**config.mk**
```make
export PLATFORM = sky130hd
export DESIGN_NAME = euler_angle_yaw_unwrapper
export DESIGN_NICKNAME = d
export VERILOG_FILES = /design/src/hdl/eayu_pkg.sv /design/src/hdl/euler_angle_yaw_unwrapper.sv /design/src/hdl/eayu_deg_conv.sv
export SDC_FILE = /design/constraint.sdc
export NUM_CORES = 1
export LEC_CHECK = 0
export BUFFER_PORTS_ARGS = -buffer_cell sky130_fd_sc_hd__buf_2
export CORE_UTILIZATION = 40
export CTS_CLUSTER_DIAMETER = 80
export DETAILED_ROUTE_END_ITERATION = 7
export GPL_TIMING_DRIVEN = 0
export PLACE_DENSITY = 0.57
export SYNTH_ARGS = -nofsm -noshare
export SYNTH_HDL_FRONTEND = slang
export SYNTH_SLANG_ARGS = --single-unit
```
**constraint.sdc**
```tcl
create_clock -name clk_i -period 9.3 [get_ports clk_i]
set_input_delay 0.93 -clock clk_i [delete_from_list [all_inputs] [get_ports clk_i]]
set_output_delay 0.93 -clock clk_i [all_outputs]
set_load 0.01 [all_outputs]
```
**src/hdl/eayu_pkg.sv**
```systemverilog
// Shared types and constants for the yaw unwrapper.
// No dependencies; imported by eayu_deg_conv, euler_angle_yaw_unwrapper and the bench.
`timescale 1ns / 1ps
`default_nettype none

package eayu_pkg;

  localparam int RadW  = 16;  // Q2.13 radians
  localparam int DegW  = 15;  // 1/64 degree, roll and pitch
  localparam int UyW   = 23;  // unwrapped yaw
  localparam int TurnW = 8;
  localparam int QuadW = 3;
  localparam int CfgIdxW = 2;

  localparam int ProdW    = 36;
  localparam int DegShift = 20;
  localparam logic signed [20:0]      DegMul    = 21'sd469367;
  localparam logic signed [ProdW-1:0] RoundHalf = ProdW'(64'sd1 <<< (DegShift - 1));

  localparam logic signed [DegW-1:0] HalfCircle    = 15'sd11520;
  localparam logic signed [DegW-1:0] QuarterCircle = 15'sd5760;
  localparam logic signed [UyW-1:0]  FullCircle    = 23'sd23040;
  localparam logic signed [TurnW-1:0] TurnLimit    = 8'sd127;

  // Quadrant codes
  localparam logic [QuadW-1:0] QuadNone = 3'd0;
  localparam logic [QuadW-1:0] Quad1    = 3'd1;
  localparam logic [QuadW-1:0] Quad2    = 3'd2;
  localparam logic [QuadW-1:0] Quad3    = 3'd3;
  localparam logic [QuadW-1:0] Quad4    = 3'd4;

  // Register indexes
  localparam logic [CfgIdxW-1:0] CfgInvertRoll  = 2'd0;
  localparam logic [CfgIdxW-1:0] CfgInvertPitch = 2'd1;
  localparam logic [CfgIdxW-1:0] CfgInvertYaw   = 2'd2;

  typedef struct packed {
    logic invert_roll;
    logic invert_pitch;
    logic invert_yaw;
  } cfg_t;

endpackage

`default_nettype wire

```
**src/hdl/euler_angle_yaw_unwrapper.sv**
```systemverilog
// Beats pass the input, degree and result registers. Throughput: one sample per cycle
// unless the output is held; a stage then stalls only when all stages after it are full.
// The degree multipliers sit between input and degree registers; fold, quadrant, turn
// counter and unwrap sit between degree and result registers.
// Reset clears valids, config, turn count, quadrant and the first-sample flag.
`timescale 1ns / 1ps
`default_nettype none

module euler_angle_yaw_unwrapper (
  input  logic        clk_i,
  input  logic        rst_ni,
  // config write port
  input  logic                          cfg_we_i,
  input  logic [eayu_pkg::CfgIdxW-1:0]  cfg_index_i,
  input  logic [0:0]                    cfg_data_i,
  // input stream
  input  logic        s_axis_tvalid,
  output logic        s_axis_tready,
  input  logic [47:0] s_axis_tdata,  // roll_rad[15:0], pitch_rad[31:16], yaw_rad[47:32]
  // result stream
  output logic        m_axis_tvalid,
  input  logic        m_axis_tready,
  output logic [63:0] m_axis_tdata   // roll_deg[14:0], pitch_deg[29:15],
                                     // yaw_unwrapped_deg[52:30], turn_count[60:53], zero
);
  import eayu_pkg::*;

  cfg_t cfg_q;

  always_ff @(posedge clk_i or negedge rst_ni) begin
    if (!rst_ni) begin
      cfg_q <= '0;
    end else if (cfg_we_i) begin
      unique case (cfg_index_i)
        CfgInvertRoll:  cfg_q.invert_roll  <= cfg_data_i[0];
        CfgInvertPitch: cfg_q.invert_pitch <= cfg_data_i[0];
        CfgInvertYaw:   cfg_q.invert_yaw   <= cfg_data_i[0];
        default: ;
      endcase
    end
  end

  // ---------------- pipeline control ----------------
  logic in_valid_q, deg_valid_q, out_valid_q;
  logic out_ready, deg_ready, in_ready;
  logic step;

  assign out_ready     = !out_valid_q || m_axis_tready;
  assign deg_ready     = !deg_valid_q || out_ready;
  assign in_ready      = !in_valid_q  || deg_ready;
  assign s_axis_tready = in_ready;
  assign step          = deg_valid_q && out_ready;

  always_ff @(posedge clk_i or negedge rst_ni) begin
    if (!rst_ni) begin
      in_valid_q  <= 1'b0;
      deg_valid_q <= 1'b0;
      out_valid_q <= 1'b0;
    end else begin
      if (in_ready)  in_valid_q  <= s_axis_tvalid;
      if (deg_ready) deg_valid_q <= in_valid_q;
      if (out_ready) out_valid_q <= deg_valid_q;
    end
  end

  // ---------------- input register ----------------
  logic signed [RadW-1:0] roll_rad_q, pitch_rad_q, yaw_rad_q;

  always_ff @(posedge clk_i) begin
    if (in_ready && s_axis_tvalid) begin
      roll_rad_q  <= $signed(s_axis_tdata[15:0]);
      pitch_rad_q <= $signed(s_axis_tdata[31:16]);
      yaw_rad_q   <= $signed(s_axis_tdata[47:32]);
    end
  end

  // ---------------- degree conversion ----------------
  logic signed [DegW-1:0] roll_d, pitch_d, yaw_d;
  logic signed [DegW-1:0] roll_q, pitch_q, yaw_q;

  eayu_deg_conv u_conv_roll  (.rad_i(roll_rad_q),  .deg_o(roll_d));
  eayu_deg_conv u_conv_pitch (.rad_i(pitch_rad_q), .deg_o(pitch_d));
  eayu_deg_conv u_conv_yaw   (.rad_i(yaw_rad_q),   .deg_o(yaw_d));

  always_ff @(posedge clk_i) begin
    if (deg_ready && in_valid_q) begin
      roll_q  <= roll_d;
      pitch_q <= pitch_d;
      yaw_q   <= yaw_d;
    end
  end

  // ---------------- fold, quadrant, turns, unwrap ----------------
  logic                    first_q;
  logic signed [DegW-1:0]  init_yaw_q;
  logic [QuadW-1:0]        quad_q, quad_d;
  logic signed [TurnW-1:0] turn_q, turn_d;

  logic signed [DegW-1:0]  roll_fold, roll_out, pitch_out;
  logic signed [DegW-1:0]  init_eff;
  logic signed [UyW-1:0]   uy_raw, uy_out;

  always_comb begin
    if (roll_q > 0) begin
      roll_fold = HalfCircle - roll_q;
    end else begin
      roll_fold = -HalfCircle - roll_q;
    end
    roll_out  = cfg_q.invert_roll  ? -roll_fold : roll_fold;
    pitch_out = cfg_q.invert_pitch ? -pitch_q   : pitch_q;

    // open intervals; on a bound or beyond half a circle hold the previous quadrant
    priority if (yaw_q > -HalfCircle && yaw_q < -QuarterCircle) begin
      quad_d = Quad1;
    end else if (yaw_q > -QuarterCircle && yaw_q < 0) begin
      quad_d = Quad2;
    end else if (yaw_q > 0 && yaw_q < QuarterCircle) begin
      quad_d = Quad3;
    end else if (yaw_q > QuarterCircle && yaw_q < HalfCircle) begin
      quad_d = Quad4;
    end else begin
      quad_d = quad_q;
    end

    turn_d = turn_q;
    if (quad_q == Quad4 && quad_d == Quad1) begin
      if (turn_q < TurnLimit) turn_d = turn_q + 8'sd1;
    end else if (quad_q == Quad1 && quad_d == Quad4) begin
      if (turn_q > -TurnLimit) turn_d = turn_q - 8'sd1;
    end

    init_eff = first_q ? init_yaw_q : yaw_q;
    uy_raw   = UyW'(yaw_q) - UyW'(init_eff) + UyW'(turn_d) * FullCircle;
    uy_out   = cfg_q.invert_yaw ? -uy_raw : uy_raw;
  end

  always_ff @(posedge clk_i or negedge rst_ni) begin
    if (!rst_ni) begin
      first_q    <= 1'b0;
      init_yaw_q <= '0;
      quad_q     <= QuadNone;
      turn_q     <= '0;
    end else if (step) begin
      first_q    <= 1'b1;
      init_yaw_q <= init_eff;
      quad_q     <= quad_d;
      turn_q     <= turn_d;
    end
  end

  // ---------------- result register ----------------
  logic [63:0] out_data_q;

  always_ff @(posedge clk_i) begin
    if (step) begin
      out_data_q <= {3'b000, turn_d, uy_out, pitch_out, roll_out};
    end
  end

  assign m_axis_tvalid = out_valid_q;
  assign m_axis_tdata  = out_data_q;

  // ---------------- assertions ----------------
  a_turn_in_range: assert property (@(posedge clk_i) disable iff (!rst_ni)
    turn_q != -8'sd128)
    else $error("turn count left its saturation range");

  a_turn_holds: assert property (@(posedge clk_i) disable iff (!rst_ni)
    !step |=> $stable(turn_q) && $stable(quad_q) && $stable(init_yaw_q))
    else $error("unwrap state moved without a beat");

  a_turn_up: assert property (@(posedge clk_i) disable iff (!rst_ni)
    step && quad_q == Quad4 && quad_d == Quad1 && turn_q != TurnLimit
    |=> turn_q == $past(turn_q) + 8'sd1)
    else $error("wrap from fourth to first quadrant did not add a turn");

  a_first_set: assert property (@(posedge clk_i) disable iff (!rst_ni)
    step |=> first_q)
    else $error("first sample not captured");

endmodule

`default_nettype wire

```
**src/hdl/eayu_deg_conv.sv**
```systemverilog
// Radian to 1/64-degree conversion: constant multiply, round half up, floor shift.
// Depends on eayu_pkg.
`timescale 1ns / 1ps
`default_nettype none

module eayu_deg_conv (
  input  logic signed [eayu_pkg::RadW-1:0] rad_i,
  output logic signed [eayu_pkg::DegW-1:0] deg_o
);
  import eayu_pkg::*;

  logic signed [ProdW-1:0] prod;
  logic signed [ProdW-1:0] rounded;
  logic signed [ProdW-1:0] shifted;

  always_comb begin
    prod    = ProdW'($signed(rad_i)) * ProdW'(DegMul);
    rounded = prod + RoundHalf;
    // arithmetic shift floors toward minus infinity
    shifted = rounded >>> DegShift;
  end

  // |deg| stays below 2^14 for every input word
  assign deg_o = shifted[DegW-1:0];

endmodule

`default_nettype wire

```
==> summary.md <==
| Metric | Value |
|---|---|
| Status | finished clean |
| Routability congestion estimate | between 0.8 and 0.9 |
| Starting DRT DRC Count | ~700 |
| DR WL met3 | roughly 1700 µm |
| Top FF cell, synth | edfxtp_1 |
| Endpoints failing hold | 0 |
| Ports | about 120 |
| Sequential area share after synthesis | ~20% |
| CTS Root Cell | clkbuf_16 |
| Final period util | about nine tenths |
| Crit-path leading delay family | adder cells |
| # nets final | approximately 3,600 |
| Synthesized area | around 27,000 µm² |
| WL met2 | approximately 27,000 µm |
| #FFs+latches synth | 187 |
| Tmin final | 8.54 ns |
| Met1 WL | 27,500 µm |
| # rows | 94 |
| Hold Buf Count CTS | 0 |
| TritonCTS Buffers | 17 |
| Vias in the first global route | about 19,000 |
| Req. time, crit path | 9.54 ns |
| WL/cell | 16.0 µm |
| Initial Utilization | between 40 and 50% |
| Antenna Cells | 0 |
| Fin Clk Skew | slightly above 0.02 ns |
| Routed Wire Length | approximately 57,000 µm |
| Worst Setup End Kind | flip-flop |
| Crit path max-delay cell type | a211oi_2 |
| Compound-Gate Fraction of Synth Area | between 7 and 8% |
| Clock Sinks | about 190 |
| Max Slew Vio Count | 0 |
| Fin Setup TNS | 0 ns |
| CP Class | reg -> reg |
| HPWL Detailed | ~50,000 µm |
| Die area | just under 70,000 µm² |
| Initial antenna violation count | 1 |
| Synthesis Warnings | 0 |
| DRC viols | 0 |
| Clock buffer depth | 2 |
| CTS clk-pin slew, worst paths | approximately 0.080 ns |
| Worst skew pair latency | approximately 0.5 ns |
| CP peak stage delay | between 0.8 and 0.9 ns |
| Max-capacitance violation count | 0 |
| Vias post-DR | around 18,000 |
| IO buf count | roughly 120 |
| Setup Viol. Count Final | 0 |
| CP Launch Type | flip-flop |
| CTS tree | yes |
| Fmax | 117 MHz |
| Syn-to-layout area delta | 8.53% |
| RSZ-0062 raised after global routing | false |
| Slew @ Worst Pin | approximately 0.94 ns |
| Post-Synth Simple-Gate Area | 6.64% |
| Max FO, Critical Path | 9 |
| Xor/xnor cell area share of the yosys netlist | under 10% |
| Post-route ant nets | 0 |
| Layout cells sized above 1 | just under 8% |
| Largest net degree at the start of global routing | just over 70 |
| H-tree levels | 4 |
| Total track usage | between 15 and 20% |
| Post-synth ARST share | around 18% |
| DR top layer | met4 |
| Die Span Y | around 260 µm |
| Largest area contributor in the netlist | fa_1 |
| Distinct cells, synth | between 80 and 90 |
| Via/cell ratio | between 4 and 5 |
| WP buf/inv | 6 |
| Die Width | approximately 260 µm |
| Share of the synthesized area in the top cell type | 26.9% |
| Post-synthesis mux area share | less than 1% |
| Slew HR | around 37% |
| Gr ovfl total | 0 |
| Post-Synth Adder-Cell Area | 51.0% |
| Post-synth EDFFs | roughly 150 |
| Top cells by area, synth | fa_1 (27%), ha_1 (24%), edfxtp_1 (17%), inv_1 (8.6%), xnor2_1 (3.3%) |
| HP Class | reg -> reg |
| Largest family of logic cells by synthesized area | adder cells |
| Cells after Synth | about 2,500 |
| Global-route wire length before repair | about 96,000 µm |
| DRT Pass-1 Iters | 5 |
| Core Area | roughly 66,000 µm² |
| Worst Path Arrival | 8.78 ns |
| Syn avg cell area | 10.6 µm² |
## path summary, 6_finish.rpt
check	endpoint	depth (start not counted)	from	slack [ns]
worst max register to register	m_axis_tdata[52]$_DFFE_PP_	28	yaw_q[8]$_DFFE_PP_	0.76
worst max-delay path	m_axis_tdata[52]$_DFFE_PP_	28	yaw_q[8]$_DFFE_PP_	0.76
worst min register to register	init_yaw_q[8]$_DFFE_PN0P_	2	init_yaw_q[8]$_DFFE_PN0P_	0.49
min in group asynchronous	cfg_q[0]$_DFFE_PN0P_	1	rst_ni	0.53
max in group asynchronous	in_valid_q$_DFFE_PN0N_	1	rst_ni	8.22
worst min-delay path	init_yaw_q[8]$_DFFE_PN0P_	2	init_yaw_q[8]$_DFFE_PN0P_	0.49
## cell usage after synthesis, drive strengths merged (5+ instances only)
master	number
a211oi	14
a21boi	5
a21o	22
a21oi	74
a311oi	5
a31oi	11
and2	9
and3	9
and4	5
buf	12
clkbuf	18
dfrtp	33
edfxtp	154
fa	363
ha	520
inv	621
mux2	6
mux2i	15
nand2	99
nand2b	16
nand3	32
nand3b	9
nand4	16
nor2	73
nor2b	10
nor3	27
nor4	8
o211ai	12
o21a	12
o21ai	84
o21bai	12
o31ai	13
o41ai	7
or2	11
or3	14
or4	7
xnor2	104
xor2	42
## per-stage QoR
step | cell area, µm² | std cells | setup slack (ns) | utilization [%] | hold WS (ns)
after floorplan | 27000 | 2550 | 1.60 | - | 0.449
after global placement | 28700 | 3532 | 0.479 | 43.3 | 0.463
after detailed placement | 28700 | 3534 | 0.437 | 43.3 | 0.471
after CTS | 29300 | 3566 | 0.368 | 44.2 | 0.489
after global routing | 29300 | 3568 | 0.0148 | 44.2 | 0.513
final | 29300 | 3568 | 0.764 | 44.2 | 0.486
## state kept, by name (all words and copies together), names as in the netlist, 3 cells and up
signal	flops
yaw_q	15
pitch_q	15
turn_q	8
roll_q	15
roll_rad_q	16
init_yaw_q	15
cfg_q	3
quad_q	3
pitch_rad_q	16
yaw_rad_q	16
m_axis_tdata	61
## layer usage
| metal | track usage, % | up-vias |
|---|---|---|
| li1 | - | 8626 |
| met1 | 24.3 | 8767 |
| met2 | 29.5 | 186 |
| met3 | 2.94 | 40 |
| met4 | 3.98 | 0 |
| met5 | 0 | - |
## area by class of cell
type / instances / area, µm²
multi-input combinational: 1712 / 19100
inverter: 621 / 2330
buffer: 30 / 148
tap: 864 / 1080
sequential: 187 / 5450
clock inverter: 12 / 108
clock buffer: 20 / 447
timing repair buffer: 122 / 646
fill: 6356 / 37000
## cell families after synthesis
kind of cell               Yosys count
buffers and inverters              651
DFF                                187
muxes                               21
other                                1
xor gates and xnor gates           147
AOI/OAI and AO/OA                  306
and+or+nand+nor                    352
adders and majority gates          883
## layout by cell type (no fill, tap or decap), types with 21 or more instances in the layout
master	instances
a21o_1	21
a21oi_1	74
buf_2	124
dfrtp_1	33
edfxtp_1	154
fa_1	363
ha_1	520
inv_1	620
nand2_1	99
nand3_1	31
nor2_1	73
nor3_1	26
o21ai_0	83
xnor2_1	103
xor2_1	41
## worst register-to-register path, delay by kind of cell, from the launching register on
kind,cells,cell delay (ns)
adder cells (fa/ha/maj),7,2.78
AND/OR/NAND/NOR,4,1.14
flip-flops,1,0.44
buffers and inverters,6,0.78
XOR/XNOR,2,0.61
AO/OA/AOI/OAI,9,2.52
## what timing repair did
| action | CTS | global route |
|---|---|---|
| endpoints found under the setup margin | 0 | 1 |
| resized for setup | 0 | 1 |
| setup buffers | 0 | 2 |
Power is left out: the tool's default activity adds up to more than one toggle a clock period on the data nets, which glitch-free logic cannot reach.
